## src/hw/rtl/obfs_pkg.sv

```systemverilog
// oriented box fill scan: shared constants, register codes and item types
// used by every module of the block; depends on nothing

package obfs_pkg;

  // frame and fixed-point setup
  localparam int FRAME_WIDTH    = 1024;
  localparam int FRAME_HEIGHT   = 1024;
  localparam int AXIS_FRAC_BITS = 14;

  // field widths
  localparam int CTR_W   = 13;
  localparam int AXIS_W  = 16;
  localparam int HALF_W  = 11;
  localparam int COLOR_W = 24;
  localparam int PIX_W   = 10;

  // derived widths
  localparam int FRAME_MAX = (FRAME_WIDTH > FRAME_HEIGHT) ? FRAME_WIDTH : FRAME_HEIGHT;
  localparam int COORD_W   = $clog2(FRAME_MAX) + 1;
  localparam int MAG_W     = AXIS_W;
  localparam int PRD_W     = MAG_W + HALF_W;
  localparam int EXT_W     = PRD_W + 1;
  localparam int CSH_W     = CTR_W + AXIS_FRAC_BITS;
  localparam int SPAN_W    = ((CSH_W > EXT_W) ? CSH_W : EXT_W) + 2;
  localparam int VEC_W     = ((COORD_W > CTR_W) ? COORD_W : CTR_W) + 1;
  localparam int PROD_W    = VEC_W + AXIS_W;
  localparam int DOT_W     = PROD_W + 1;

  // span constants, scaled by the axis fraction
  localparam logic signed [SPAN_W-1:0] SPAN_ROUND = SPAN_W'((1 << AXIS_FRAC_BITS) - 1);
  localparam logic signed [SPAN_W-1:0] X_LIM =
    SPAN_W'(FRAME_WIDTH * (1 << AXIS_FRAC_BITS));
  localparam logic signed [SPAN_W-1:0] X_TOP =
    SPAN_W'((FRAME_WIDTH - 1) * (1 << AXIS_FRAC_BITS));
  localparam logic signed [SPAN_W-1:0] Y_LIM =
    SPAN_W'(FRAME_HEIGHT * (1 << AXIS_FRAC_BITS));
  localparam logic signed [SPAN_W-1:0] Y_TOP =
    SPAN_W'((FRAME_HEIGHT - 1) * (1 << AXIS_FRAC_BITS));

  // queues
  localparam int QDEPTH = 4;
  localparam int QPTR_W = $clog2(QDEPTH);
  localparam int QCNT_W = $clog2(QDEPTH + 1);

  // configuration port
  localparam int CFG_IDX_W  = 3;
  localparam int CFG_DATA_W = 24;

  typedef enum logic [CFG_IDX_W-1:0] {
    REG_CENTER_X    = 3'd0,
    REG_CENTER_Y    = 3'd1,
    REG_AXIS_COS    = 3'd2,
    REG_AXIS_SIN    = 3'd3,
    REG_HALF_WIDTH  = 3'd4,
    REG_HALF_HEIGHT = 3'd5,
    REG_DRAW_COLOR  = 3'd6
  } cfg_reg_t;

  typedef struct packed {
    logic signed [CTR_W-1:0]  center_x;
    logic signed [CTR_W-1:0]  center_y;
    logic signed [AXIS_W-1:0] axis_cos;
    logic signed [AXIS_W-1:0] axis_sin;
    logic [HALF_W-1:0]        half_width;
    logic [HALF_W-1:0]        half_height;
    logic [COLOR_W-1:0]       draw_color;
  } cfg_t;

  typedef enum logic [1:0] {
    ITEM_IDLE  = 2'd0,
    ITEM_START = 2'd1,
    ITEM_PIXEL = 2'd2
  } item_kind_t;

  typedef struct packed {
    item_kind_t         kind;
    logic [COORD_W-1:0] col;
    logic [COORD_W-1:0] row;
    logic               last;
  } scan_item_t;

  typedef struct packed {
    logic               pixel_valid;
    logic [PIX_W-1:0]   pixel_x;
    logic [PIX_W-1:0]   pixel_y;
    logic               covered;
    logic [COLOR_W-1:0] pixel_color;
    logic               scan_last;
  } result_t;

endpackage

```

## src/hw/rtl/obfs_front.sv

```systemverilog
// oriented box fill scan: front end, takes items, works out the bounding box
// on a start item and walks the scan position; depends on obfs_pkg

module obfs_front (
  input  logic               clk,
  input  logic               rst,
  input  obfs_pkg::cfg_t     cfg,
  input  logic               push,
  input  logic               start_scan,
  output logic               full,
  output logic               q_push,
  output obfs_pkg::scan_item_t q_item,
  input  logic               q_full
);
  import obfs_pkg::*;

  typedef enum logic [1:0] {F_RUN, F_SUM, F_CLIP, F_SET} state_t;

  state_t state;
  logic   active;
  logic [COORD_W-1:0] col, row, min_col, min_row, end_col, end_row;

  logic [PRD_W-1:0] cos_hw, sin_hh, sin_hw, cos_hh;
  logic [EXT_W-1:0] ext_x, ext_y;
  logic signed [SPAN_W-1:0] mn_x, mx_x, mn_y, mx_y;

  logic acc;
  logic [MAG_W-1:0] mag_cos, mag_sin;
  logic [COORD_W-1:0] col_inc, row_inc;
  logic last_col, last_row;
  logic signed [SPAN_W-1:0] cx_sh, cy_sh, lo_x, hi_x, lo_y, hi_y;
  logic signed [SPAN_W-1:0] s_x, e_x, s_y, e_y;
  logic ok_x, ok_y;

  assign full = (state != F_RUN) || q_full;
  assign acc  = push && !full;

  // a most negative axis still gives its true magnitude as unsigned
  assign mag_cos = MAG_W'(cfg.axis_cos[AXIS_W-1] ? -cfg.axis_cos : cfg.axis_cos);
  assign mag_sin = MAG_W'(cfg.axis_sin[AXIS_W-1] ? -cfg.axis_sin : cfg.axis_sin);

  assign col_inc  = col + 1'b1;
  assign row_inc  = row + 1'b1;
  assign last_col = col_inc >= end_col;
  assign last_row = row_inc >= end_row;

  assign cx_sh = SPAN_W'(cfg.center_x) <<< AXIS_FRAC_BITS;
  assign cy_sh = SPAN_W'(cfg.center_y) <<< AXIS_FRAC_BITS;
  assign lo_x  = cx_sh - SPAN_W'(ext_x);
  assign hi_x  = cx_sh + SPAN_W'(ext_x);
  assign lo_y  = cy_sh - SPAN_W'(ext_y);
  assign hi_y  = cy_sh + SPAN_W'(ext_y);

  assign s_x  = mn_x >>> AXIS_FRAC_BITS;
  assign e_x  = (mx_x + SPAN_ROUND) >>> AXIS_FRAC_BITS;
  assign s_y  = mn_y >>> AXIS_FRAC_BITS;
  assign e_y  = (mx_y + SPAN_ROUND) >>> AXIS_FRAC_BITS;
  assign ok_x = (mx_x > 0) && (s_x < e_x);
  assign ok_y = (mx_y > 0) && (s_y < e_y);

  always_comb begin
    q_push      = acc;
    q_item.col  = col;
    q_item.row  = row;
    q_item.last = last_col && last_row;
    if (start_scan) begin
      q_item.kind = ITEM_START;
    end else if (active) begin
      q_item.kind = ITEM_PIXEL;
    end else begin
      q_item.kind = ITEM_IDLE;
    end
  end

  always_ff @(posedge clk) begin
    if (rst) begin
      state   <= F_RUN;
      active  <= 1'b0;
      col     <= '0;
      row     <= '0;
      min_col <= '0;
      min_row <= '0;
      end_col <= '0;
      end_row <= '0;
    end else begin
      unique case (state)
        F_RUN: begin
          if (acc) begin
            if (start_scan) begin
              state <= F_SUM;
            end else if (active) begin
              if (last_col && last_row) begin
                active <= 1'b0;
              end else if (last_col) begin
                col <= min_col;
                row <= row_inc;
              end else begin
                col <= col_inc;
              end
            end
          end
        end
        F_SUM:  state <= F_CLIP;
        F_CLIP: state <= F_SET;
        F_SET: begin
          state   <= F_RUN;
          min_col <= COORD_W'(s_x);
          end_col <= COORD_W'(e_x);
          min_row <= COORD_W'(s_y);
          end_row <= COORD_W'(e_y);
          col     <= COORD_W'(s_x);
          row     <= COORD_W'(s_y);
          active  <= ok_x && ok_y;
        end
        default: state <= F_RUN;
      endcase
    end
  end

  // box arithmetic, one step per cycle; all but the products while held off
  always_ff @(posedge clk) begin
    if (acc && start_scan) begin
      cos_hw <= PRD_W'(mag_cos) * PRD_W'(cfg.half_width);
      sin_hh <= PRD_W'(mag_sin) * PRD_W'(cfg.half_height);
      sin_hw <= PRD_W'(mag_sin) * PRD_W'(cfg.half_width);
      cos_hh <= PRD_W'(mag_cos) * PRD_W'(cfg.half_height);
    end
    if (state == F_SUM) begin
      ext_x <= EXT_W'(cos_hw) + EXT_W'(sin_hh);
      ext_y <= EXT_W'(sin_hw) + EXT_W'(cos_hh);
    end
    if (state == F_CLIP) begin
      mn_x <= (lo_x < 0) ? '0 : lo_x;
      mx_x <= (hi_x >= X_LIM) ? X_TOP : hi_x;
      mn_y <= (lo_y < 0) ? '0 : lo_y;
      mx_y <= (hi_y >= Y_LIM) ? Y_TOP : hi_y;
    end
  end

endmodule

```

## config.mk

```make
export PLATFORM = sky130hd
export DESIGN_NAME = obfs_front
export DESIGN_NICKNAME = d
export VERILOG_FILES = /design/src/hw/rtl/obfs_pkg.sv /design/src/hw/rtl/obfs_front.sv
export SDC_FILE = /design/constraint.sdc
export NUM_CORES = 2
export LEC_CHECK = 0
export BUFFER_PORTS_ARGS = -buffer_cell sky130_fd_sc_hd__buf_2
export CAP_MARGIN = 20
export CORE_AREA = 5 5 291 578
export DETAILED_ROUTE_END_ITERATION = 6
export DIE_AREA = 0 0 296 583
export PLACE_DENSITY = 0.41
export SLEW_MARGIN = 10
export SYNTH_ARGS = -nofsm -noshare
export SYNTH_HDL_FRONTEND = slang
export SYNTH_SLANG_ARGS = --single-unit
```

## constraint.sdc

```tcl
create_clock -name clk -period 7.8 [get_ports clk]
set_clock_uncertainty 0.05 [all_clocks]
set_input_delay 0.39 -clock clk [delete_from_list [all_inputs] [get_ports clk]]
set_output_delay 0.39 -clock clk [all_outputs]
set_load 0.05 [all_outputs]
```

==> flow_metrics.py <==
metrics = {
    "drt": {
        "detail_route.first_pass.iterations": 5,
        "avgRoutedWirePerCell_um": 17.9,
        "drc": 0,
        "wirelength_um": 116000,
        "final_antenna_net_count": 0,
        "detailroute.via_count": 29137,
        "vias_per_cell": 4.48,
        "drt-initial-drc-count": 965,
    },
    "critical_path": {
        "critPathKind": "in2reg",
        "crit_arrival_ns": 7.05,
        "worst_setup_path_endpoint": "cos_hh[26]$_DFFE_PP_",
        "timing.critical_path.slowest_cell_delay_ns": 0.56,
        "crit_slowest_cell": "sky130_fd_sc_hd__fa_1",
        "worst-endpoint-required_ns": 8.08,
        "timing.rr.end": "active$_SDFFE_PP0P_",
        "critical-path-top-cell-by-count": "sky130_fd_sc_hd__fa_1",
        "r2r_cells": 18,
        "cp-startpoint": "cfg[63]",
        "crit_path_end_kind": "flip-flop",
        "critical_path.max_fanout": 8,
        "regToRegStartpoint": "mx_y[12]$_SDFFCE_PP0P_",
        "critical_path.startpoint_type": "primary input",
        "timing.reg2reg.setup_slack_ns": 3.54,
    },
    "clock_tree": {
        "clock_insertion_delay_worst_skew_ns": 0.59,
        "clock-sinks": 314,
        "tritoncts_clock_tree": "yes",
        "post_cts_resized": 0,
        "cts_setup_buffers": 0,
        "clkSlewWorstSetupHoldPaths_ns": 0.06,
        "root_buffer": "sky130_fd_sc_hd__clkbuf_16",
        "cts_made_buffers": 37,
        "cts.htree.levels": 2,
        "holdBufCountCts": 0,
        "clk_path_buf_depth": 3,
    },
    "cells_and_area": {
        "post_route_cells_drive_above_1_share_pct": 7.39,
        "num-nets-final": 5400,
        "final_cells": 6508,
        "fin_util_pct": 27.8,
        "areaGrowthSynthToFinish_pct": 11.8,
    },
    "placement": {
        "gp_congestion": 0.791,
        "numPortBuffers": 111,
        "detailed_place_hpwl_um": 95500,
        "placed_cells": 6436,
    },
    "synth": {
        "synth_area_per_cell_um2": 9.47,
        "yosysUniqueCellTypes": 91,
        "async_reset_ff_share_pct": 0,
        "postSynthCellCount": 4289,
        "synthesis.yosys.warnings": 0,
        "synth.cell_area_mm2": 0.0406,
        "most_used_flip_flop_cell_after_synthesis": "sky130_fd_sc_hd__edfxtp_1",
        "synth_edf_count": 256,
        "synth_register_bits": 314,
        "yosysSeqAreaShare_pct": 21.8,
    },
    "sta": {
        "period_share_pct": 86.8,
        "setup_tns_ns": 0,
        "slew_violations": 0,
        "worst-slew-pin-transition_ns": 1.10,
        "timing.slew.headroom_pct": 26.4,
        "max_clock_freq_mhz": 148,
        "rsz_0062_raised_after_global_routing": "no",
        "fin_crit_ns": 6.77,
        "setup_viol_count_final": 0,
        "hold_viol_final": 0,
    },
    "global_route": {
        "maximum_number_of_pins_on_one_net_before_global_route_repair": 63,
        "globalRoute.totalOverflow": 0,
        "antenna_violations_before_repair": 7,
        "wire_length_of_the_first_global_routing_pass_um": 184000,
        "vias_in_the_first_global_route": 32466,
        "grt_use_total_pct": 13.7,
    },
    "floorplanning": {
        "die_height_um": 583,
        "die-area_mm2": 0.173,
        "chipWidth_um": 296,
        "std_cell_rows": 210,
        "floorplan.io_pins": 136,
        "floorplan.initialDensity_pct": 24.9,
        "coreArea_mm2": 0.163,
    },
    "power": {
        "vdd_ir_drop_max_v": 0.000369,
        "power_per_cell_area_mw_per_mm2": 452,
        "leakagePower_uw": 0.0206,
    },
    "status": {
        "run_status": "finished clean",
    },
    "min_path": {
        "hold_path.class": "in2reg",
    },
    "run": {
        "max_cap_viol_count": 0,
    },
}
## logic make-up (layout without fill, tap and decap cells)
| family | after synthesis | in the layout | share of synthesized area (%) |
|---|---|---|---|
| flip-flops | 314 | 314 | 21.8 |
| multiplexers | 32 | 32 | 0.798 |
| adder cells (fa/ha/maj) | 936 | 936 | 38.2 |
| AND/OR/NAND/NOR | 1370 | 1370 | 16.9 |
| AO/OA/AOI/OAI | 546 | 546 | 9.00 |
| buffers and inverters | 834 | 928 | 7.77 |
| XOR/XNOR | 256 | 256 | 5.56 |
| other | 1 | 6 | 0.00924 |
## layout by cell type (no fill, tap or decap), types with 17 or more instances in the layout
master,instances
sky130_fd_sc_hd__o21a_1,29
sky130_fd_sc_hd__edfxtp_1,256
sky130_fd_sc_hd__xnor2_1,161
sky130_fd_sc_hd__ha_1,429
sky130_fd_sc_hd__xnor2_2,22
sky130_fd_sc_hd__and2_1,417
sky130_fd_sc_hd__buf_4,79
sky130_fd_sc_hd__a21o_1,85
sky130_fd_sc_hd__a21oi_1,142
sky130_fd_sc_hd__nand4_1,23
sky130_fd_sc_hd__a31oi_1,21
sky130_fd_sc_hd__and3_1,32
sky130_fd_sc_hd__nor2_1,209
sky130_fd_sc_hd__mux2i_1,29
sky130_fd_sc_hd__fa_1,504
sky130_fd_sc_hd__xor2_1,69
sky130_fd_sc_hd__inv_1,663
sky130_fd_sc_hd__nor2b_1,32
sky130_fd_sc_hd__buf_2,111
sky130_fd_sc_hd__nor4_1,25
sky130_fd_sc_hd__nand2b_1,36
sky130_fd_sc_hd__o21ai_0,84
sky130_fd_sc_hd__nor3_1,43
sky130_fd_sc_hd__nand3_1,49
sky130_fd_sc_hd__or3_1,17
sky130_fd_sc_hd__clkbuf_16,38
sky130_fd_sc_hd__nand2_1,448
sky130_fd_sc_hd__a211oi_1,40
sky130_fd_sc_hd__dfxtp_1,58
## report_power, final
group | switching (uW) | internal, uW
clock network | 797 | 1050
logic | 8720 | 6530
registers | 285 | 3120
total | 9800 | 10700
## flip-flops by register name, summed over array words and instances (netlist names), 27 cells and up
name    count
sin_hw     27
cos_hh     27
ext_x      28
mx_x       30
ext_y      28
cos_hw     27
sin_hh     27
mx_y       30
## worst max-delay path: cells and delay by family
| kind | cells | cell delay (ns) |
|---|---|---|
| simple gates | 6 | 1.28 |
| xor+xnor | 2 | 0.43 |
| compound gates | 8 | 1.66 |
| fa+ha+maj | 6 | 3.00 |
| buf+inv | 4 | 0.26 |
## per-layer routing
metal / vias to the layer above / track usage, % / wire length (um)
met2: 368 / 28.0 / 67000
met4: 0 / 5.91 / 5740
li1: 13996 / - / -
met5: - / 0 / 0
met3: 171 / 0.875 / 2050
met1: 14602 / 13.9 / 41700
## stage by stage
| stage | hold slack (ns) | total power [uW] | area, um2 | setup WS (ns) |
|---|---|---|---|---|
| 2_1_floorplan | 0.395 | 14500 | 40600 | 0.785 |
| 3_3_place_gp | 0.401 | 19000 | 44100 | 0.305 |
| 3_5_place_dp | 0.405 | 19000 | 44100 | 0.339 |
| 4_1_cts | 0.145 | 21000 | 45400 | 0.975 |
| 5_1_grt | 0.187 | 22900 | 45400 | 0.607 |
| 6_report | 0.203 | 20500 | 45400 | 1.03 |
## synth_stat cells (all sizes together), types with 36 or more instances
cell,count,area [um2]
xor2,70,613
inv,664,2490
a21oi,144,728
nand2,448,1680
and2,418,2620
fa,504,10100
edfxtp,256,7690
nor3,44,225
a21o,85,638
dfxtp,58,1160
o21ai,102,510
a211oi,40,300
nand3,49,245
ha,432,5410
nor2,209,785
nand2b,36,225
clkbuf,157,591
xnor2,186,1640
## worst min-delay path by stage
stage	start	end	slack, ns	depth (start not counted)
floorplan	min_col[10]$_SDFFE_PP0P_	min_col[10]$_SDFFE_PP0P_	0.39	2
global placement	min_col[5]$_SDFFE_PP0P_	min_col[5]$_SDFFE_PP0P_	0.40	2
detailed placement	min_col[5]$_SDFFE_PP0P_	min_col[5]$_SDFFE_PP0P_	0.41	2
CTS	cfg[103]	mn_x[28]$_SDFFCE_PP0P_	0.14	2
global route	cfg[103]	mn_x[28]$_SDFFCE_PP0P_	0.19	2
finish	cfg[103]	mn_x[28]$_SDFFCE_PP0P_	0.20	2
## cell type report
class,instances,area (um2)
Fill cell,17304,118000
Clock inverter,25,282
Multi-Input combinational cell,3142,28900
Antenna cell,4,10.0
Timing Repair Buffer,195,1250
Sequential cell,314,8850
Clock buffer,43,970
Inverter,665,2500
Tap cell,2120,2650
Note: power is estimated with default switching activity, not from simulation.
