`src/hw/rtl/obfs_pkg.sv`:
```
// oriented box fill scan: shared constants, register codes and item types
// used by every module of the block; depends on nothing

package obfs_pkg;

  // frame and fixed-point setup
  localparam int FRAME_WIDTH    = 1024;
  localparam int FRAME_HEIGHT   = 1024;
  localparam int AXIS_FRAC_BITS = 14;

  // field widths
  localparam int CTR_W   = 13;
  localparam int AXIS_W  = 16;
  localparam int HALF_W  = 11;
  localparam int COLOR_W = 24;
  localparam int PIX_W   = 10;

  // derived widths
  localparam int FRAME_MAX = (FRAME_WIDTH > FRAME_HEIGHT) ? FRAME_WIDTH : FRAME_HEIGHT;
  localparam int COORD_W   = $clog2(FRAME_MAX) + 1;
  localparam int MAG_W     = AXIS_W;
  localparam int PRD_W     = MAG_W + HALF_W;
  localparam int EXT_W     = PRD_W + 1;
  localparam int CSH_W     = CTR_W + AXIS_FRAC_BITS;
  localparam int SPAN_W    = ((CSH_W > EXT_W) ? CSH_W : EXT_W) + 2;
  localparam int VEC_W     = ((COORD_W > CTR_W) ? COORD_W : CTR_W) + 1;
  localparam int PROD_W    = VEC_W + AXIS_W;
  localparam int DOT_W     = PROD_W + 1;

  // span constants, scaled by the axis fraction
  localparam logic signed [SPAN_W-1:0] SPAN_ROUND = SPAN_W'((1 << AXIS_FRAC_BITS) - 1);
  localparam logic signed [SPAN_W-1:0] X_LIM =
    SPAN_W'(FRAME_WIDTH * (1 << AXIS_FRAC_BITS));
  localparam logic signed [SPAN_W-1:0] X_TOP =
    SPAN_W'((FRAME_WIDTH - 1) * (1 << AXIS_FRAC_BITS));
  localparam logic signed [SPAN_W-1:0] Y_LIM =
    SPAN_W'(FRAME_HEIGHT * (1 << AXIS_FRAC_BITS));
  localparam logic signed [SPAN_W-1:0] Y_TOP =
    SPAN_W'((FRAME_HEIGHT - 1) * (1 << AXIS_FRAC_BITS));

  // queues
  localparam int QDEPTH = 4;
  localparam int QPTR_W = $clog2(QDEPTH);
  localparam int QCNT_W = $clog2(QDEPTH + 1);

  // configuration port
  localparam int CFG_IDX_W  = 3;
  localparam int CFG_DATA_W = 24;

  typedef enum logic [CFG_IDX_W-1:0] {
    REG_CENTER_X    = 3'd0,
    REG_CENTER_Y    = 3'd1,
    REG_AXIS_COS    = 3'd2,
    REG_AXIS_SIN    = 3'd3,
    REG_HALF_WIDTH  = 3'd4,
    REG_HALF_HEIGHT = 3'd5,
    REG_DRAW_COLOR  = 3'd6
  } cfg_reg_t;

  typedef struct packed {
    logic signed [CTR_W-1:0]  center_x;
    logic signed [CTR_W-1:0]  center_y;
    logic signed [AXIS_W-1:0] axis_cos;
    logic signed [AXIS_W-1:0] axis_sin;
    logic [HALF_W-1:0]        half_width;
    logic [HALF_W-1:0]        half_height;
    logic [COLOR_W-1:0]       draw_color;
  } cfg_t;

  typedef enum logic [1:0] {
    ITEM_IDLE  = 2'd0,
    ITEM_START = 2'd1,
    ITEM_PIXEL = 2'd2
  } item_kind_t;

  typedef struct packed {
    item_kind_t         kind;
    logic [COORD_W-1:0] col;
    logic [COORD_W-1:0] row;
    logic               last;
  } scan_item_t;

  typedef struct packed {
    logic               pixel_valid;
    logic [PIX_W-1:0]   pixel_x;
    logic [PIX_W-1:0]   pixel_y;
    logic               covered;
    logic [COLOR_W-1:0] pixel_color;
    logic               scan_last;
  } result_t;

endpackage

```
`src/hw/rtl/obfs_back.sv`:
```
// oriented box fill scan: back end, dot-product pipeline, coverage test and
// result queue; depends on obfs_pkg

module obfs_back (
  input  logic                 clk,
  input  logic                 rst,
  input  obfs_pkg::cfg_t       cfg,
  input  logic                 q_empty,
  input  obfs_pkg::scan_item_t q_item,
  output logic                 q_pop,
  output logic                 empty,
  input  logic                 pop,
  output obfs_pkg::result_t    result
);
  import obfs_pkg::*;

  // box set latched when a start item enters
  logic signed [CTR_W-1:0]  lat_cx, lat_cy;
  logic signed [AXIS_W-1:0] lat_cos, lat_sin;
  logic [HALF_W-1:0]        lat_hw, lat_hh;
  logic [COLOR_W-1:0]       lat_color;

  // stage 1: offsets from the centre
  logic                     s1_valid, s1_pix, s1_last;
  logic [PIX_W-1:0]         s1_x, s1_y;
  logic signed [VEC_W-1:0]  s1_vx, s1_vy;
  logic signed [AXIS_W-1:0] s1_cos, s1_sin;
  logic [HALF_W-1:0]        s1_hw, s1_hh;
  logic [COLOR_W-1:0]       s1_color;

  // stage 2: products
  logic                     s2_valid, s2_pix, s2_last;
  logic [PIX_W-1:0]         s2_x, s2_y;
  logic signed [PROD_W-1:0] s2_rc, s2_rs, s2_uc, s2_us;
  logic [HALF_W-1:0]        s2_hw, s2_hh;
  logic [COLOR_W-1:0]       s2_color;

  // stage 3: dot products
  logic                     s3_valid, s3_pix, s3_last;
  logic [PIX_W-1:0]         s3_x, s3_y;
  logic signed [DOT_W-1:0]  s3_rd, s3_ud;
  logic [HALF_W-1:0]        s3_hw, s3_hh;
  logic [COLOR_W-1:0]       s3_color;

  // result queue
  result_t                  res_slots [QDEPTH];
  logic [QPTR_W-1:0]        wptr, rptr;
  logic [QCNT_W-1:0]        count;
  logic                     out_full, res_push, res_pop;

  logic                     adv, is_pix, cov;
  logic signed [VEC_W-1:0]  vx_w, vy_w;
  logic signed [DOT_W-1:0]  lim_w, lim_h;
  result_t                  res_w;

  assign out_full = count == QCNT_W'(QDEPTH);
  assign empty    = count == '0;
  assign adv      = !(s3_valid && out_full);
  assign q_pop    = adv && !q_empty;
  assign res_push = adv && s3_valid;
  assign res_pop  = pop && !empty;
  assign result   = res_slots[rptr];

  assign is_pix = q_item.kind == ITEM_PIXEL;
  assign vx_w   = VEC_W'(signed'({1'b0, q_item.col})) - VEC_W'(lat_cx);
  assign vy_w   = VEC_W'(signed'({1'b0, q_item.row})) - VEC_W'(lat_cy);

  assign lim_w = DOT_W'(s3_hw) << AXIS_FRAC_BITS;
  assign lim_h = DOT_W'(s3_hh) << AXIS_FRAC_BITS;
  assign cov   = s3_pix && (s3_rd <= lim_w) && (s3_rd >= -lim_w)
                 && (s3_ud <= lim_h) && (s3_ud >= -lim_h);

  always_comb begin
    res_w.pixel_valid = s3_pix;
    res_w.pixel_x     = s3_pix ? s3_x : '0;
    res_w.pixel_y     = s3_pix ? s3_y : '0;
    res_w.covered     = cov;
    res_w.pixel_color = cov ? s3_color : '0;
    res_w.scan_last   = s3_pix && s3_last;
  end

  always_ff @(posedge clk) begin
    if (rst) begin
      s1_valid  <= 1'b0;
      s2_valid  <= 1'b0;
      s3_valid  <= 1'b0;
      wptr      <= '0;
      rptr      <= '0;
      count     <= '0;
      lat_cx    <= '0;
      lat_cy    <= '0;
      lat_cos   <= '0;
      lat_sin   <= '0;
      lat_hw    <= '0;
      lat_hh    <= '0;
      lat_color <= '0;
    end else begin
      if (adv) begin
        s1_valid <= q_pop;
        s2_valid <= s1_valid;
        s3_valid <= s2_valid;
      end
      // later items see the new box set, earlier ones carry theirs along
      if (q_pop && q_item.kind == ITEM_START) begin
        lat_cx    <= cfg.center_x;
        lat_cy    <= cfg.center_y;
        lat_cos   <= cfg.axis_cos;
        lat_sin   <= cfg.axis_sin;
        lat_hw    <= cfg.half_width;
        lat_hh    <= cfg.half_height;
        lat_color <= cfg.draw_color;
      end
      if (res_push) begin
        wptr <= (wptr == QPTR_W'(QDEPTH - 1)) ? '0 : wptr + 1'b1;
      end
      if (res_pop) begin
        rptr <= (rptr == QPTR_W'(QDEPTH - 1)) ? '0 : rptr + 1'b1;
      end
      if (res_push && !res_pop) begin
        count <= count + 1'b1;
      end else if (res_pop && !res_push) begin
        count <= count - 1'b1;
      end
    end
  end

  always_ff @(posedge clk) begin
    if (adv) begin
      s1_pix   <= q_pop && is_pix;
      s1_last  <= q_item.last;
      s1_x     <= PIX_W'(q_item.col);
      s1_y     <= PIX_W'(q_item.row);
      s1_vx    <= vx_w;
      s1_vy    <= vy_w;
      s1_cos   <= lat_cos;
      s1_sin   <= lat_sin;
      s1_hw    <= lat_hw;
      s1_hh    <= lat_hh;
      s1_color <= lat_color;

      s2_pix   <= s1_pix;
      s2_last  <= s1_last;
      s2_x     <= s1_x;
      s2_y     <= s1_y;
      s2_rc    <= PROD_W'(s1_vx) * PROD_W'(s1_cos);
      s2_rs    <= PROD_W'(s1_vy) * PROD_W'(s1_sin);
      s2_uc    <= PROD_W'(s1_vy) * PROD_W'(s1_cos);
      s2_us    <= PROD_W'(s1_vx) * PROD_W'(s1_sin);
      s2_hw    <= s1_hw;
      s2_hh    <= s1_hh;
      s2_color <= s1_color;

      s3_pix   <= s2_pix;
      s3_last  <= s2_last;
      s3_x     <= s2_x;
      s3_y     <= s2_y;
      s3_rd    <= DOT_W'(s2_rc) + DOT_W'(s2_rs);
      s3_ud    <= DOT_W'(s2_uc) - DOT_W'(s2_us);
      s3_hw    <= s2_hw;
      s3_hh    <= s2_hh;
      s3_color <= s2_color;
    end
    if (res_push) begin
      res_slots[wptr] <= res_w;
    end
  end

endmodule

```
`config.mk`:
```
export PLATFORM = sky130hd
export DESIGN_NAME = obfs_back
export DESIGN_NICKNAME = d
export VERILOG_FILES = /design/src/hw/rtl/obfs_pkg.sv /design/src/hw/rtl/obfs_back.sv
export SDC_FILE = /design/constraint.sdc
export NUM_CORES = 2
export LEC_CHECK = 0
export BUFFER_PORTS_ARGS = -buffer_cell sky130_fd_sc_hd__buf_4
export CAP_MARGIN = 20
export CORE_UTILIZATION = 40
export DETAILED_ROUTE_END_ITERATION = 12
export SETUP_SLACK_MARGIN = 0.02
export SYNTH_ARGS = -nofsm -noshare
export SYNTH_HDL_FRONTEND = slang
export SYNTH_SLANG_ARGS = --single-unit
```
`constraint.sdc`:
```
create_clock -name clk -period 27.7 [get_ports clk]
set_input_delay 1.385 -clock clk [delete_from_list [all_inputs] [get_ports clk]]
set_output_delay 1.385 -clock clk [all_outputs]
set_load 0.005 [all_outputs]
```
==> results.txt <==
- Status: complete, no violations
- In this run the static leakage power is 32.5 nW.
- At the worst endpoint, the required time is approximately 28000 ps.
- OpenSTA, run right after detailed placement, puts the worst setup slack at 20350 ps.
- The critical path is of the register to register type.
- Worst-path clk slew: 70 ps
* Cell with the biggest individual delay on the critical path: sky130_fd_sc_hd__edfxtp_1
- Dividing the detail-routed via count by the number of cells gives 5.03.
* Longest individual stage delay on the worst path: 760 ps
- In the routed design, unresolved DRC markers number 0.
* Final worst setup slack: 20320 ps
- The worst setup path is launched from a register.
* Multi-input combinational cell area: roughly 38000 um2
* Total via count in the routed design: 41000
- Post-route fraction of the period consumed by the critical path: 0.266
- Library cell occupying the most area in the post-synthesis netlist: sky130_fd_sc_hd__edfxtp_1
- The via count of the first global-routing pass was 43300.
- The number of antenna violations at the first check in global routing was 6.
- Synthesis instantiated just over 70 different standard cells from the library.
- Number of gates resized after CTS: 0
- Count of TritonRoute iterations in the first routing pass: 5
* DIE WIDTH: 403 um
* Cell class contributing the biggest share of worst-path delay: adder cells
- Mapped cell area: 64200 um2
- In this run, placement finished with an instance count of 8000.
* Area growth, synth to finish: 10.5%
- The filler cells instantiated in the layout total 14700.
- Entering global routing, the biggest net connects about 150 pins.
- Power density relative to cell area: 80.5 nW/um2
* Insertion delay to the later sink of the worst-skew pair: 730 ps
- The core region is 159000 um2.
- Dividing the detail-routed wire length by the instance count gives between 15 and 20 um.
- The sequential cells in the finished layout cover a total of 21400 um2.
* Largest fanout of any net on the critical path: 14
- The number of hold violations in the final report came to 0.
- Together, buffers and inverters on the worst path number 5.
* Buffers on Ports: 181
- Routability-driven placement finished with a final weighted congestion of around 0.85.
* Area share of the largest cell type after synthesis: 0.297
- The path class of the tightest hold or removal check is register to register.
- Maximum clock path buffer count: 3
- Most used cell along the critical path: sky130_fd_sc_hd__fa_1
- I/O Pins: 182
- Post-route antenna net violation count: 0
- Summed over all layers, the routed wires come to between 150 and 200 mm.
- Based on the critical path, the design can be clocked at up to 0.136 GHz.
- Net count, final: 7461
- Once detailed placement completed, the half-perimeter wirelength came to 110 mm.
* Max-slew violation count: 0
- Summed over all layers, the global routing overflow is 0.
* DRT iter0 DRCs: 2451
- The share of the Yosys chip area taken by registers is 0.333.
- Library cell with the highest instance count after synthesis: sky130_fd_sc_hd__inv_1
- In this run the number of H-tree levels came out at 3.
- In this run the tightest slew margin relative to its limit is 0.331.
- Number of enable flip-flop cells after synthesis: 634
- Among all flip-flop cells after synthesis, the most frequent one is sky130_fd_sc_hd__edfxtp_1.
- Number of setup buffers added after CTS: 0
- Commonest cells in the synthesized netlist: sky130_fd_sc_hd__inv_1 (1137), sky130_fd_sc_hd__fa_1 (881), sky130_fd_sc_hd__nand2_1 (669)
* Synth area leaders: sky130_fd_sc_hd__edfxtp_1 (30%), sky130_fd_sc_hd__fa_1 (27%), sky130_fd_sc_hd__ha_1 (8.4%)
* Number of cells in the finished layout apart from fillers: 8160
* Worst-case clock skew: 48.7 ps
* Series of cell instances along the critical path: clkinv_1 > buf_4 > fa_1 > fa_1 > inv_1 > fa_1 > fa_1 > fa_1 > inv_1 > fa_1 > inv_1 > ha_1 > a21o_1 > a21o_1 > a21oi_1 > o21ai_0 > nor3_1 > o21ai_1 > a311o_1 > a2111o_1 > nand3_1
- Number of buffers created by CTS: 85
- Ratio of cells with drive above 1 in the final layout: 0.0769
* Setup repair after global routing missed its margin: false
- Final setup violation count: 0
* Hold-fix buffers, CTS: 0
- STA puts the critical path data arrival time at around 8000 ps.
- At the pin with the least slew margin, the transition time is 1000 ps.
- Clock tree from TritonCTS: built
- Number of standard cells after synthesis: slightly below 6000
- Time the final worst path needs with I/O delays and setup: 7380 ps
* Number of storage elements in the synthesis netlist: 750
* Critical path endpoint category: register
- Global-route wire length before repair: approximately 240 mm
- IR drop worst, VDD: 0.0738 mV
- Overall routing resource usage: 0.193
- Of all flip-flops after synthesis, the portion carrying an async set or reset was 0.
- Post-synthesis net count: 7354
- For this design, the sink count on the clock tree is 750.
* Initial core utilization: 0.404
* Syn Area/Cell: roughly 11 um2
- Clock root buffer: sky130_fd_sc_hd__clkbuf_16
* Number of maximum-capacitance violations: 0
- Row generation in the floorplan step produced 146 rows.
- Synthesis warning total: 0
- Vertical extent of the die: 403 um
- The die covers approximately 160000 um2.
* Setup TNS Final: 0 ps
==> cell type report <==
type / count / share of cell area
Antenna cell: 1 / 0.0000353
Clock buffer: 111 / 0.0333
Clock inverter: 46 / 0.00907
Inverter: 1138 / 0.0604
Multi-Input combinational cell: 3788 / 0.532
Sequential cell: 750 / 0.301
Tap cell: 2072 / 0.0366
Timing Repair Buffer: 254 / 0.0276
==> per-layer routing <==
layer	track usage	wire (um)	vias to the layer above
li1	-	-	18900
met1	0.253	65300	21000
met2	0.325	73500	877
met3	0.0309	7530	188
met4	0.0623	4880	2
met5	0	7	-
==> stage by stage <==
stage	area (um2)	hold WS, ps	power (mW)	utilization
2_1_floorplan	64200	400	3.68	-
3_3_place_gp	67800	400	4.50	0.427
3_5_place_dp	67800	405	4.55	0.427
4_1_cts	70800	374	5.76	0.446
5_1_grt	70900	380	6.19	0.446
6_report	70900	381	5.71	0.446
==> registers in the layout (all words and copies together), names as in the netlist, 13 cells and up, named ones only <==
register / count
lat_color: 24
s1_cos: 16
lat_cx: 13
s1_vx: 14
s2_rc: 30
s1_vy: 14
s1_color: 24
s2_uc: 30
res_slots: 188
lat_cy: 13
s3_color: 24
lat_sin: 16
s3_rd: 31
s2_us: 30
s2_rs: 30
s1_sin: 16
lat_cos: 16
s2_color: 24
s3_ud: 31
==> where the power goes <==
part           total (mW)  leakage, nW  switching [mW]  internal (mW)
Clock                1.19         1.45           0.494          0.695
Sequential           1.62         7.81           0.105           1.51
Combinational        2.90         23.2            1.74           1.16
==> worst paths after layout <==
kind	endpoint	startpoint	slack, ps	depth (start not counted)
max	s2_uc[26]	s1_vy[13]	20320	21
min	s2_x[0]	s1_x[0]	380	0
max reg2reg	s2_uc[26]	s1_vy[13]	20320	21
min reg2reg	s2_x[0]	s1_x[0]	380	0
==> cell families (layout without fill, tap and decap cells) <==
| kind of cell | count (synthesis) | count (layout) | share of synthesized area |
|---|---|---|---|
| xor gates and xnor gates | 209 | 209 | 0.0285 |
| adders and majority gates | 1311 | 1311 | 0.359 |
| AOI/OAI and AO/OA | 588 | 588 | 0.0581 |
| other | 0 | 1 | 0 |
| and+or+nand+nor | 1626 | 1626 | 0.124 |
| buffers and inverters | 1372 | 1549 | 0.0803 |
| muxes | 54 | 54 | 0.0176 |
| DFF | 750 | 750 | 0.333 |
==> cells in the final DEF, fill, tap and decap left out, types with 19 or more instances in the layout <==
cell                        count
sky130_fd_sc_hd__a21o_1        71
sky130_fd_sc_hd__dfxtp_1      114
sky130_fd_sc_hd__clkbuf_16     87
sky130_fd_sc_hd__nor3_1        55
sky130_fd_sc_hd__nand2b_1      35
sky130_fd_sc_hd__buf_4        251
sky130_fd_sc_hd__and2_1       520
sky130_fd_sc_hd__fa_1         881
sky130_fd_sc_hd__nand2_1      669
sky130_fd_sc_hd__o21a_1        34
sky130_fd_sc_hd__and3_1        21
sky130_fd_sc_hd__nor2_1       199
sky130_fd_sc_hd__o21ai_0       92
sky130_fd_sc_hd__xor2_1        47
sky130_fd_sc_hd__a21oi_1      235
sky130_fd_sc_hd__nor2b_1       23
sky130_fd_sc_hd__edfxtp_1     634
sky130_fd_sc_hd__xnor2_1      162
sky130_fd_sc_hd__ha_1         430
sky130_fd_sc_hd__mux4_2        47
sky130_fd_sc_hd__nand4_1       23
sky130_fd_sc_hd__inv_1       1136
sky130_fd_sc_hd__nand3_1       31
sky130_fd_sc_hd__o21bai_1      19
Power figures use the tool's default switching activity.
