--- config.mk ---
export PLATFORM = sky130hd
export DESIGN_NAME = obfs_queue
export DESIGN_NICKNAME = d
export VERILOG_FILES = /design/src/hw/rtl/obfs_pkg.sv /design/src/hw/rtl/obfs_queue.sv
export SDC_FILE = /design/constraint.sdc
export NUM_CORES = 1
export LEC_CHECK = 0
export BUFFER_PORTS_ARGS = -buffer_cell sky130_fd_sc_hd__buf_2
export CORE_MARGIN = 2
export CORE_UTILIZATION = 40
export DETAILED_ROUTE_END_ITERATION = 12
export PLACE_DENSITY = 0.7
export REMOVE_ABC_BUFFERS = 1
export SYNTH_ARGS = -nofsm -noshare
export SYNTH_HDL_FRONTEND = slang
export SYNTH_SLANG_ARGS = --single-unit
--- constraint.sdc ---
create_clock -name clk -period 6.3 [get_ports clk]
set_input_delay 0.315 -clock clk [delete_from_list [all_inputs] [get_ports clk]]
set_output_delay 0.315 -clock clk [all_outputs]
set_load 0.05 [all_outputs]
--- src/hw/rtl/obfs_pkg.sv ---
// oriented box fill scan: shared constants, register codes and item types
// used by every module of the block; depends on nothing

package obfs_pkg;

  // frame and fixed-point setup
  localparam int FRAME_WIDTH    = 1024;
  localparam int FRAME_HEIGHT   = 1024;
  localparam int AXIS_FRAC_BITS = 14;

  // field widths
  localparam int CTR_W   = 13;
  localparam int AXIS_W  = 16;
  localparam int HALF_W  = 11;
  localparam int COLOR_W = 24;
  localparam int PIX_W   = 10;

  // derived widths
  localparam int FRAME_MAX = (FRAME_WIDTH > FRAME_HEIGHT) ? FRAME_WIDTH : FRAME_HEIGHT;
  localparam int COORD_W   = $clog2(FRAME_MAX) + 1;
  localparam int MAG_W     = AXIS_W;
  localparam int PRD_W     = MAG_W + HALF_W;
  localparam int EXT_W     = PRD_W + 1;
  localparam int CSH_W     = CTR_W + AXIS_FRAC_BITS;
  localparam int SPAN_W    = ((CSH_W > EXT_W) ? CSH_W : EXT_W) + 2;
  localparam int VEC_W     = ((COORD_W > CTR_W) ? COORD_W : CTR_W) + 1;
  localparam int PROD_W    = VEC_W + AXIS_W;
  localparam int DOT_W     = PROD_W + 1;

  // span constants, scaled by the axis fraction
  localparam logic signed [SPAN_W-1:0] SPAN_ROUND = SPAN_W'((1 << AXIS_FRAC_BITS) - 1);
  localparam logic signed [SPAN_W-1:0] X_LIM =
    SPAN_W'(FRAME_WIDTH * (1 << AXIS_FRAC_BITS));
  localparam logic signed [SPAN_W-1:0] X_TOP =
    SPAN_W'((FRAME_WIDTH - 1) * (1 << AXIS_FRAC_BITS));
  localparam logic signed [SPAN_W-1:0] Y_LIM =
    SPAN_W'(FRAME_HEIGHT * (1 << AXIS_FRAC_BITS));
  localparam logic signed [SPAN_W-1:0] Y_TOP =
    SPAN_W'((FRAME_HEIGHT - 1) * (1 << AXIS_FRAC_BITS));

  // queues
  localparam int QDEPTH = 4;
  localparam int QPTR_W = $clog2(QDEPTH);
  localparam int QCNT_W = $clog2(QDEPTH + 1);

  // configuration port
  localparam int CFG_IDX_W  = 3;
  localparam int CFG_DATA_W = 24;

  typedef enum logic [CFG_IDX_W-1:0] {
    REG_CENTER_X    = 3'd0,
    REG_CENTER_Y    = 3'd1,
    REG_AXIS_COS    = 3'd2,
    REG_AXIS_SIN    = 3'd3,
    REG_HALF_WIDTH  = 3'd4,
    REG_HALF_HEIGHT = 3'd5,
    REG_DRAW_COLOR  = 3'd6
  } cfg_reg_t;

  typedef struct packed {
    logic signed [CTR_W-1:0]  center_x;
    logic signed [CTR_W-1:0]  center_y;
    logic signed [AXIS_W-1:0] axis_cos;
    logic signed [AXIS_W-1:0] axis_sin;
    logic [HALF_W-1:0]        half_width;
    logic [HALF_W-1:0]        half_height;
    logic [COLOR_W-1:0]       draw_color;
  } cfg_t;

  typedef enum logic [1:0] {
    ITEM_IDLE  = 2'd0,
    ITEM_START = 2'd1,
    ITEM_PIXEL = 2'd2
  } item_kind_t;

  typedef struct packed {
    item_kind_t         kind;
    logic [COORD_W-1:0] col;
    logic [COORD_W-1:0] row;
    logic               last;
  } scan_item_t;

  typedef struct packed {
    logic               pixel_valid;
    logic [PIX_W-1:0]   pixel_x;
    logic [PIX_W-1:0]   pixel_y;
    logic               covered;
    logic [COLOR_W-1:0] pixel_color;
    logic               scan_last;
  } result_t;

endpackage

--- src/hw/rtl/obfs_queue.sv ---
// oriented box fill scan: short item queue between front and back end
// depends on obfs_pkg

module obfs_queue (
  input  logic                 clk,
  input  logic                 rst,
  input  logic                 push,
  input  obfs_pkg::scan_item_t push_item,
  output logic                 full,
  input  logic                 pop,
  output obfs_pkg::scan_item_t pop_item,
  output logic                 empty
);
  import obfs_pkg::*;

  scan_item_t          slots [QDEPTH];
  logic [QPTR_W-1:0]   wptr, rptr;
  logic [QCNT_W-1:0]   count;
  logic                do_push, do_pop;

  assign full     = count == QCNT_W'(QDEPTH);
  assign empty    = count == '0;
  assign do_push  = push && !full;
  assign do_pop   = pop && !empty;
  assign pop_item = slots[rptr];

  always_ff @(posedge clk) begin
    if (rst) begin
      wptr  <= '0;
      rptr  <= '0;
      count <= '0;
    end else begin
      if (do_push) begin
        wptr <= (wptr == QPTR_W'(QDEPTH - 1)) ? '0 : wptr + 1'b1;
      end
      if (do_pop) begin
        rptr <= (rptr == QPTR_W'(QDEPTH - 1)) ? '0 : rptr + 1'b1;
      end
      if (do_push && !do_pop) begin
        count <= count + 1'b1;
      end else if (do_pop && !do_push) begin
        count <= count - 1'b1;
      end
    end
  end

  always_ff @(posedge clk) begin
    if (do_push) begin
      slots[wptr] <= push_item;
    end
  end

endmodule

==> flow_summary.ini, run 1 <==
[floorplanning]
core_rows = 36
dieArea_um2 = 11100
die_height_um = 105
pin_count = 56
core-area_um2 = 9860
dieWidth_um = 105
initial_core_util = 0.416

[synthesis]
synth_top_area_share = 0.732
flip_flop_and_latch_count_after_synthesis = 109
yosys.cell_types.count = 26
synth-async-reset-ratio = 0
syn_area_um2 = 4100
synth.area.top_cells = sky130_fd_sc_hd__edfxtp_1 (73%), sky130_fd_sc_hd__mux4_2 (14%), sky130_fd_sc_hd__dfxtp_1 (4.4%), sky130_fd_sc_hd__ha_1 (1.8%), sky130_fd_sc_hd__and3_2 (0.73%)
synth.yosys.warnings = 0
yosysSeqAreaShare = 0.776
post-synth-top-area-cell = sky130_fd_sc_hd__edfxtp_1
synth.avg_cell_area_um2 = 22.7
synth-main-ff-cell = sky130_fd_sc_hd__edfxtp_1
synth.most_common_cell = sky130_fd_sc_hd__edfxtp_1
synth_edf_count = 100
synthCells = 181
post_synth_most_frequent_cells = sky130_fd_sc_hd__edfxtp_1 (100), sky130_fd_sc_hd__mux4_2 (25), sky130_fd_sc_hd__dfxtp_1 (9), sky130_fd_sc_hd__ha_1 (6)

[clocking]
clock_insertion_delay_worst_skew_ns = 0.35
clk_pin_slew_worst_paths_ns = 0.11
clkSinkCount = 109
cts.repair.resized = 0
ctsHoldBuffers = 0
cts-root-to-sink-buffers = 2
clock-root-buffer = sky130_fd_sc_hd__clkbuf_8
cts.htree.levels = 3
cts_inserted_buffers = 9
postCtsSetupRepairBufs = 0
tritoncts = built

[route]
detail_route.drc_violations = 0
route.antenna.remaining_nets = 0
vias = 1851
detailedRoute.firstPassIterationCount = 4
drt_first_iter_violations = 54
via_per_inst = 4.90
post_drt_wl_per_cell_um = 17.1
drt_wl_total_um = 6450

[sta]
max_transition_viols_final = 0
worst_slew_pin_slew_ns = 0.910
tns_ns = 0
timing.max_slew.rel_slack = 0.393
achievable-frequency_mhz = 404
rsz0062_at_grt = false
finalSetupViolations = 0
hold_viol = 0
fin_skew_ns = 0.00841
shortest_period_the_worst_path_allows_ns = 2.47
final.period_utilization = 0.392

[grt]
groute.usage.overall = 0.121
number_of_global_route_vias_before_repair = 1974
grt_max_degree = 26
antenna_found_initial = 0
global_route.overflow_total = 0
global_route_wire_length_before_repair_um = 10100

[cells_and_area]
multi_input_comb_area_um2 = 840
n_fill_cell = 833
ff_latch_area_um2 = 3180
drive_gt1_frac = 0.433
layout-area-overhead-vs-synth_pct = 14.1
antenna_cells_inserted = 0
final_net_count = 276

[pwr]
power.switching_w = 0.000690
clock_power_share = 0.203
design_power_total_w = 0.00191
power.ir.vdd_worst_uv = 225
pwr-share-comb = 0.308
cellInternalPower_w = 0.00122
static_leakage_nw = 1.59
power_per_cell_area_nw_per_um2 = 408
seqPwrFrac = 0.489
sw_frac_of_total = 0.362

[setup_path]
cp_required_ns = 5.98
timing.critical_path.fanout_max = 25
path_class = flop to primary output
setup.worst_path.end_class = primary output
arrival_ns = 2.16
crit_path_start_kind = flop

[status]
run_status = finished clean

[place]
gp_congestion = 0.742
io_buffer_count = 55
post-dp-hpwl_um = 3930

[worst_hold_path]
holdCritPathClass = input port to flop

[flow_run]
cap_viol_max_count = 0
area by class of cell:
| class | instances | share of cell area |
|---|---|---|
| Inverter | 5 | 0.00508 |
| Sequential cell | 109 | 0.680 |
| Timing Repair Buffer | 56 | 0.0604 |
| Clock buffer | 10 | 0.0273 |
| Tap cell | 133 | 0.0356 |
| Multi-Input combinational cell | 59 | 0.179 |
| Clock inverter | 6 | 0.0120 |
critical path: stages (launching register included):
cell and delay (ns):
sky130_fd_sc_hd__dfxtp_2 0.94, sky130_fd_sc_hd__mux4_2 0.61, sky130_fd_sc_hd__buf_2 0.23
layer usage:
| layer | GRT usage | share of wire | vias to the layer above |
|---|---|---|---|
| met5 | 0 | 0 | - |
| met4 | 0.0429 | 0.013 | 0 |
| met3 | 0.0297 | 0.039 | 9 |
| met2 | 0.200 | 0.50 | 45 |
| li1 | - | - | 858 |
| met1 | 0.158 | 0.44 | 939 |
power groups by stage:
stage | sequential, W | combinational, W | clock (W)
detailed placement | 0.000956 | 0.000596 | 0
finish | 0.000934 | 0.000588 | 0.000387
floorplan | 0.000943 | 0.000466 | 0
CTS | 0.000939 | 0.000597 | 0.000401
global placement | 0.000953 | 0.000591 | 0
global route | 0.000949 | 0.000624 | 0.000424
per-stage QoR:
| stage | worst slack, ns | area (um^2) | std cells | hold slack [ns] | utilization |
|---|---|---|---|---|---|
| 4_1_cts | 3.73 | 4680 | 378 | 0.144 | 0.475 |
| 3_3_place_gp | 4.03 | 4500 | 362 | 0.470 | 0.456 |
| 5_1_grt | 3.64 | 4680 | 378 | 0.147 | 0.475 |
| 3_5_place_dp | 3.92 | 4500 | 362 | 0.482 | 0.456 |
| 6_report | 3.83 | 4680 | 378 | 0.164 | 0.475 |
| 2_1_floorplan | 3.99 | 4050 | 173 | 0.384 | - |
kinds of logic after synthesis:
group,after synthesis,share of synthesized area
DFF,109,0.776
muxes,27,0.142
and+or+nand+nor,16,0.0229
buffers and inverters,13,0.0192
AOI/OAI and AO/OA,7,0.0122
adders and majority gates,7,0.0232
xor gates and xnor gates,2,0.00427
final timing paths:
path | from | to | slack, ns | cells after the start
max | flop | pop_item[11] | 3.83 | 2
min | push_item[0] | slots[0][0] | 0.16 | 1
max reg2reg | count[0] | count[2] | 3.92 | 9
min reg2reg | rptr[0] | flop | 0.50 | 2
layout by cell type (no fill, tap or decap), types with 3 or more instances in the layout:
cell type                  synthesis  final
sky130_fd_sc_hd__ha_1              6      6
sky130_fd_sc_hd__edfxtp_1        100    100
sky130_fd_sc_hd__a21oi_1           3      3
sky130_fd_sc_hd__inv_1             4      4
sky130_fd_sc_hd__mux4_2           25     25
sky130_fd_sc_hd__buf_2             2     55
sky130_fd_sc_hd__nor2_1            3      3
sky130_fd_sc_hd__clkinv_4          1      3
sky130_fd_sc_hd__dfxtp_1           9      8
sky130_fd_sc_hd__clkbuf_8          0      9
sky130_fd_sc_hd__and3_2            4      4
sequential cells by signal (all words and copies together), names as in the netlist, named ones only:
| signal | cells |
|---|---|
| slots | 100 |
| count | 3 |
| rptr | 2 |
| wptr | 2 |
Note: power is estimated with default switching activity, not from simulation.
==> run 2, diff against run 1 <==
--- a/config.mk
+++ b/config.mk
@@ -5,6 +5,7 @@
 export SDC_FILE = /design/constraint.sdc
 export NUM_CORES = 1
 export LEC_CHECK = 0
+export ABC_AREA = 1
 export BUFFER_PORTS_ARGS = -buffer_cell sky130_fd_sc_hd__buf_2
 export CORE_MARGIN = 2
 export CORE_UTILIZATION = 40
==> constraint.sdc (replaced) <==
create_clock -name clk -period 2.4 [get_ports clk]
set_input_delay 0.12 -clock clk [delete_from_list [all_inputs] [get_ports clk]]
set_output_delay 0.12 -clock clk [all_outputs]
set_load 0.05 [all_outputs]
==> run 2 against run 1 <==
  * Total power grew to 3.2 times the previous value
  * Register-to-register slack lost 3.3 ns
  * Global-route usage grew 2.8 points
  * Highest routed layer unchanged
  * Largest power group is now combinational logic
  * Cell area is 11% higher
  * Critical path depth rose by 2
  * Critical endpoint is now pop_item[12]
  * Combinational power grew to 4.3 times the previous value
  * Sequential power rose to 2.6 times the previous value
  * Synthesized area rose by 5.1%
==> flow_summary.ini, run 2 <==
[status]
run_status = finished clean

[route]
detailedRoute.firstPassIterationCount = 4
drt_first_iter_violations = 215
detail_route.drc_violations = 0
drt_wl_total_um = 8300
vias = 2689
route.antenna.remaining_nets = 0
via_per_inst = 5.00
post_drt_wl_per_cell_um = 15.4

[synthesis]
synth_top_family_by_area = compound AO/OA/AOI/OAI gates
adder_and_majority_cell_fraction_of_the_synthesized_area = 0.0221
syn_area_um2 = 4310
post_synth_most_frequent_cells = sky130_fd_sc_hd__edfxtp_1 (100), sky130_fd_sc_hd__nor2_1 (67), sky130_fd_sc_hd__o21ai_1 (25), sky130_fd_sc_hd__o22ai_1 (25), sky130_fd_sc_hd__o21ai_2 (20)
fraction_of_the_mapped_netlist_area_in_compound_gates = 0.115
yosys.cell_types.count = 21
synth_top_area_share = 0.697
flip_flop_and_latch_count_after_synthesis = 109
synth_edf_count = 100
synth_simple_gate_area_frac = 0.0767
synth.yosys.warnings = 0
post-synth-top-area-cell = sky130_fd_sc_hd__edfxtp_1
synth.area.top_cells = sky130_fd_sc_hd__edfxtp_1 (70%), sky130_fd_sc_hd__nor2_1 (5.8%), sky130_fd_sc_hd__dfxtp_1 (4.2%), sky130_fd_sc_hd__o21ai_2 (4.1%), sky130_fd_sc_hd__o22ai_1 (3.6%)
yosysSeqAreaShare = 0.739
synth.avg_cell_area_um2 = 13.8
synth.most_common_cell = sky130_fd_sc_hd__edfxtp_1
synth.mux.area_fraction = 0
synth-async-reset-ratio = 0
synthCells = 313
synth-main-ff-cell = sky130_fd_sc_hd__edfxtp_1
synth_xor_area_frac = 0.00203

[clocking]
clock_insertion_delay_worst_skew_ns = 0.36
tritoncts = built
postCtsSetupRepairBufs = 0
cts.repair.resized = 0
clkSinkCount = 109
cts.htree.levels = 3
ctsHoldBuffers = 26
clock-root-buffer = sky130_fd_sc_hd__clkbuf_8
cts_inserted_buffers = 9
cts-root-to-sink-buffers = 2
clk_pin_slew_worst_paths_ns = 0.10

[grt]
global_route_wire_length_before_repair_um = 13200
grt_max_degree = 51
groute.usage.overall = 0.150
grt.met2_usage = 0.228
global_route.overflow_total = 0
grt_util_met1 = 0.211
globalRouteMet3Util = 0.0363
number_of_global_route_vias_before_repair = 2629
antenna_found_initial = 0
gr-max-usage-layer = met2

[place]
gp_congestion = 0.786
post_dp_cell_area_um2 = 4740
post-dp-hpwl_um = 5290
io_buffer_count = 55

[setup_path]
critical-path-top-delay-family = buffers and inverters
max_stage_delay_ns = 0.49
regToRegSetupSlack_ns = 0.59
timing.critical_path.fanout_max = 50
crit_path_start_kind = flop
worst_r2r_path_depth = 12
worstPathCellList = inv_4 > nor2_1 > o22ai_1 > buf_2
arrival_ns = 1.99
path_depth = 4
setup.worst_path.end_class = primary output
critPathBufInv = 2
worstReg2RegStart = count[1]
path_class = flop to primary output
critical_path.reg2reg.endpoint = count[2]
critPathCapture = pop_item[12]
critical-path-slowest-cell = sky130_fd_sc_hd__inv_4
cp_required_ns = 2.28

[cells_and_area]
max_flop_register = slots
summed_area_of_non_filler_cells_in_the_final_layout_um2 = 5190
max_reg_flops = 100
final_net_count = 433
layout-area-overhead-vs-synth_pct = 20.4
most_used_cells_in_the_layout_excluding_fill_and_tap_cells = sky130_fd_sc_hd__edfxtp_1 (100), sky130_fd_sc_hd__nor2_1 (63), sky130_fd_sc_hd__buf_2 (55), sky130_fd_sc_hd__dlygate4sd3_1 (26)
drive_gt1_frac = 0.256
mostFrequentLayoutCell = sky130_fd_sc_hd__edfxtp_1
reg.largest.list = slots x100, count x3
antenna_cells_inserted = 0

[floorplanning]
pin_count = 56
dieArea_um2 = 11600
die_height_um = 108
dieWidth_um = 108
core-area_um2 = 10400
initial_core_util = 0.416
core_rows = 37

[worst_hold_path]
holdCritPathClass = input port to flop
hold_path_depth = 3

[sta]
max_transition_viols_final = 0
worst_slew_pin_slew_ns = 0.661
shortest_period_the_worst_path_allows_ns = 2.11
finalSetupViolations = 0
timing.max_slew.rel_slack = 0.559
achievable-frequency_mhz = 474
fin_skew_ns = 0.0107
final.period_utilization = 0.879
rsz0062_at_grt = false
hold_viol = 0
tns_ns = 0

[pwr]
static_leakage_nw = 1.90
design_power_total_w = 0.00602
power.ir.vdd_worst_uv = 590
power_per_cell_area_nw_per_um2 = 1160

[flow_run]
cap_viol_max_count = 0
-- run 2: changes by cell type in the layout (fill, tap and decap cells not counted), sizes merged, moves of 4 or more --
cell         delta
buf             +6
mux4           -25
o21ai          +49
dlygate4sd3    +26
o22ai          +25
nand2          +13
and3            -4
nor2           +63
inv            +12
-- run 2: routing by layer --
| metal | vias up | part of all wire |
|---|---|---|
| li1 | 1291 | - |
| met1 | 1314 | 0.46 |
| met2 | 77 | 0.47 |
| met3 | 7 | 0.058 |
| met4 | 0 | 0.012 |
| met5 | - | 0 |
-- run 2: per-stage QoR --
step,hold WS [ns],util,worst slack (ns),cells
3_5_place_dp,0.298,0.457,0.621,496
2_1_floorplan,0.192,-,0.148,298
4_1_cts,0.0278,0.500,0.295,538
6_report,0.0432,0.500,0.291,538
3_3_place_gp,0.296,0.457,0.684,496
5_1_grt,0.0758,0.500,0.184,538
-- run 2: layout make-up --
class	instances	area [um^2]
sequential	109	3180
tap	136	170
multi-input combinational	171	961
timing repair buffer	88	613
fill	919	5180
clock buffer	10	128
clock inverter	6	61.3
inverter	18	70.1
-- run 2: report_power, final --
part / internal (W) / switching, W
clock: 0.000482 / 0.000590
sequential: 0.00232 / 0.000111
combinational: 0.000622 / 0.00189
-- run 2: cells by family (layout without fill, tap and decap cells) --
family | after synthesis | in the layout
flops | 109 | 109
simple gates | 85 | 85
compound gates | 78 | 78
buf+inv | 33 | 122
fa+ha+maj | 7 | 7
xor+xnor | 1 | 1
-- run 2: worst min path at each step --
stage	startpoint	end	slack, ns
2_1_floorplan	rst	count[0]	0.19
3_3_place_gp	rst	count[0]	0.30
3_5_place_dp	rst	count[0]	0.30
4_1_cts	push	wptr[1]	0.03
5_1_grt	push	wptr[1]	0.08
6_report	push	wptr[1]	0.04
-- run 2: worst reg2reg max path: stages, from the launching register on --
cell	delay, ns
sky130_fd_sc_hd__dfxtp_1	0.35
sky130_fd_sc_hd__nor2_1	0.14
sky130_fd_sc_hd__nand2_1	0.13
sky130_fd_sc_hd__nand2_1	0.13
sky130_fd_sc_hd__ha_1	0.19
sky130_fd_sc_hd__inv_1	0.07
sky130_fd_sc_hd__fa_1	0.38
sky130_fd_sc_hd__inv_1	0.07
sky130_fd_sc_hd__nand2_1	0.06
sky130_fd_sc_hd__nand3_1	0.07
sky130_fd_sc_hd__nand2_1	0.05
sky130_fd_sc_hd__inv_1	0.04
sky130_fd_sc_hd__nor2_1	0.03
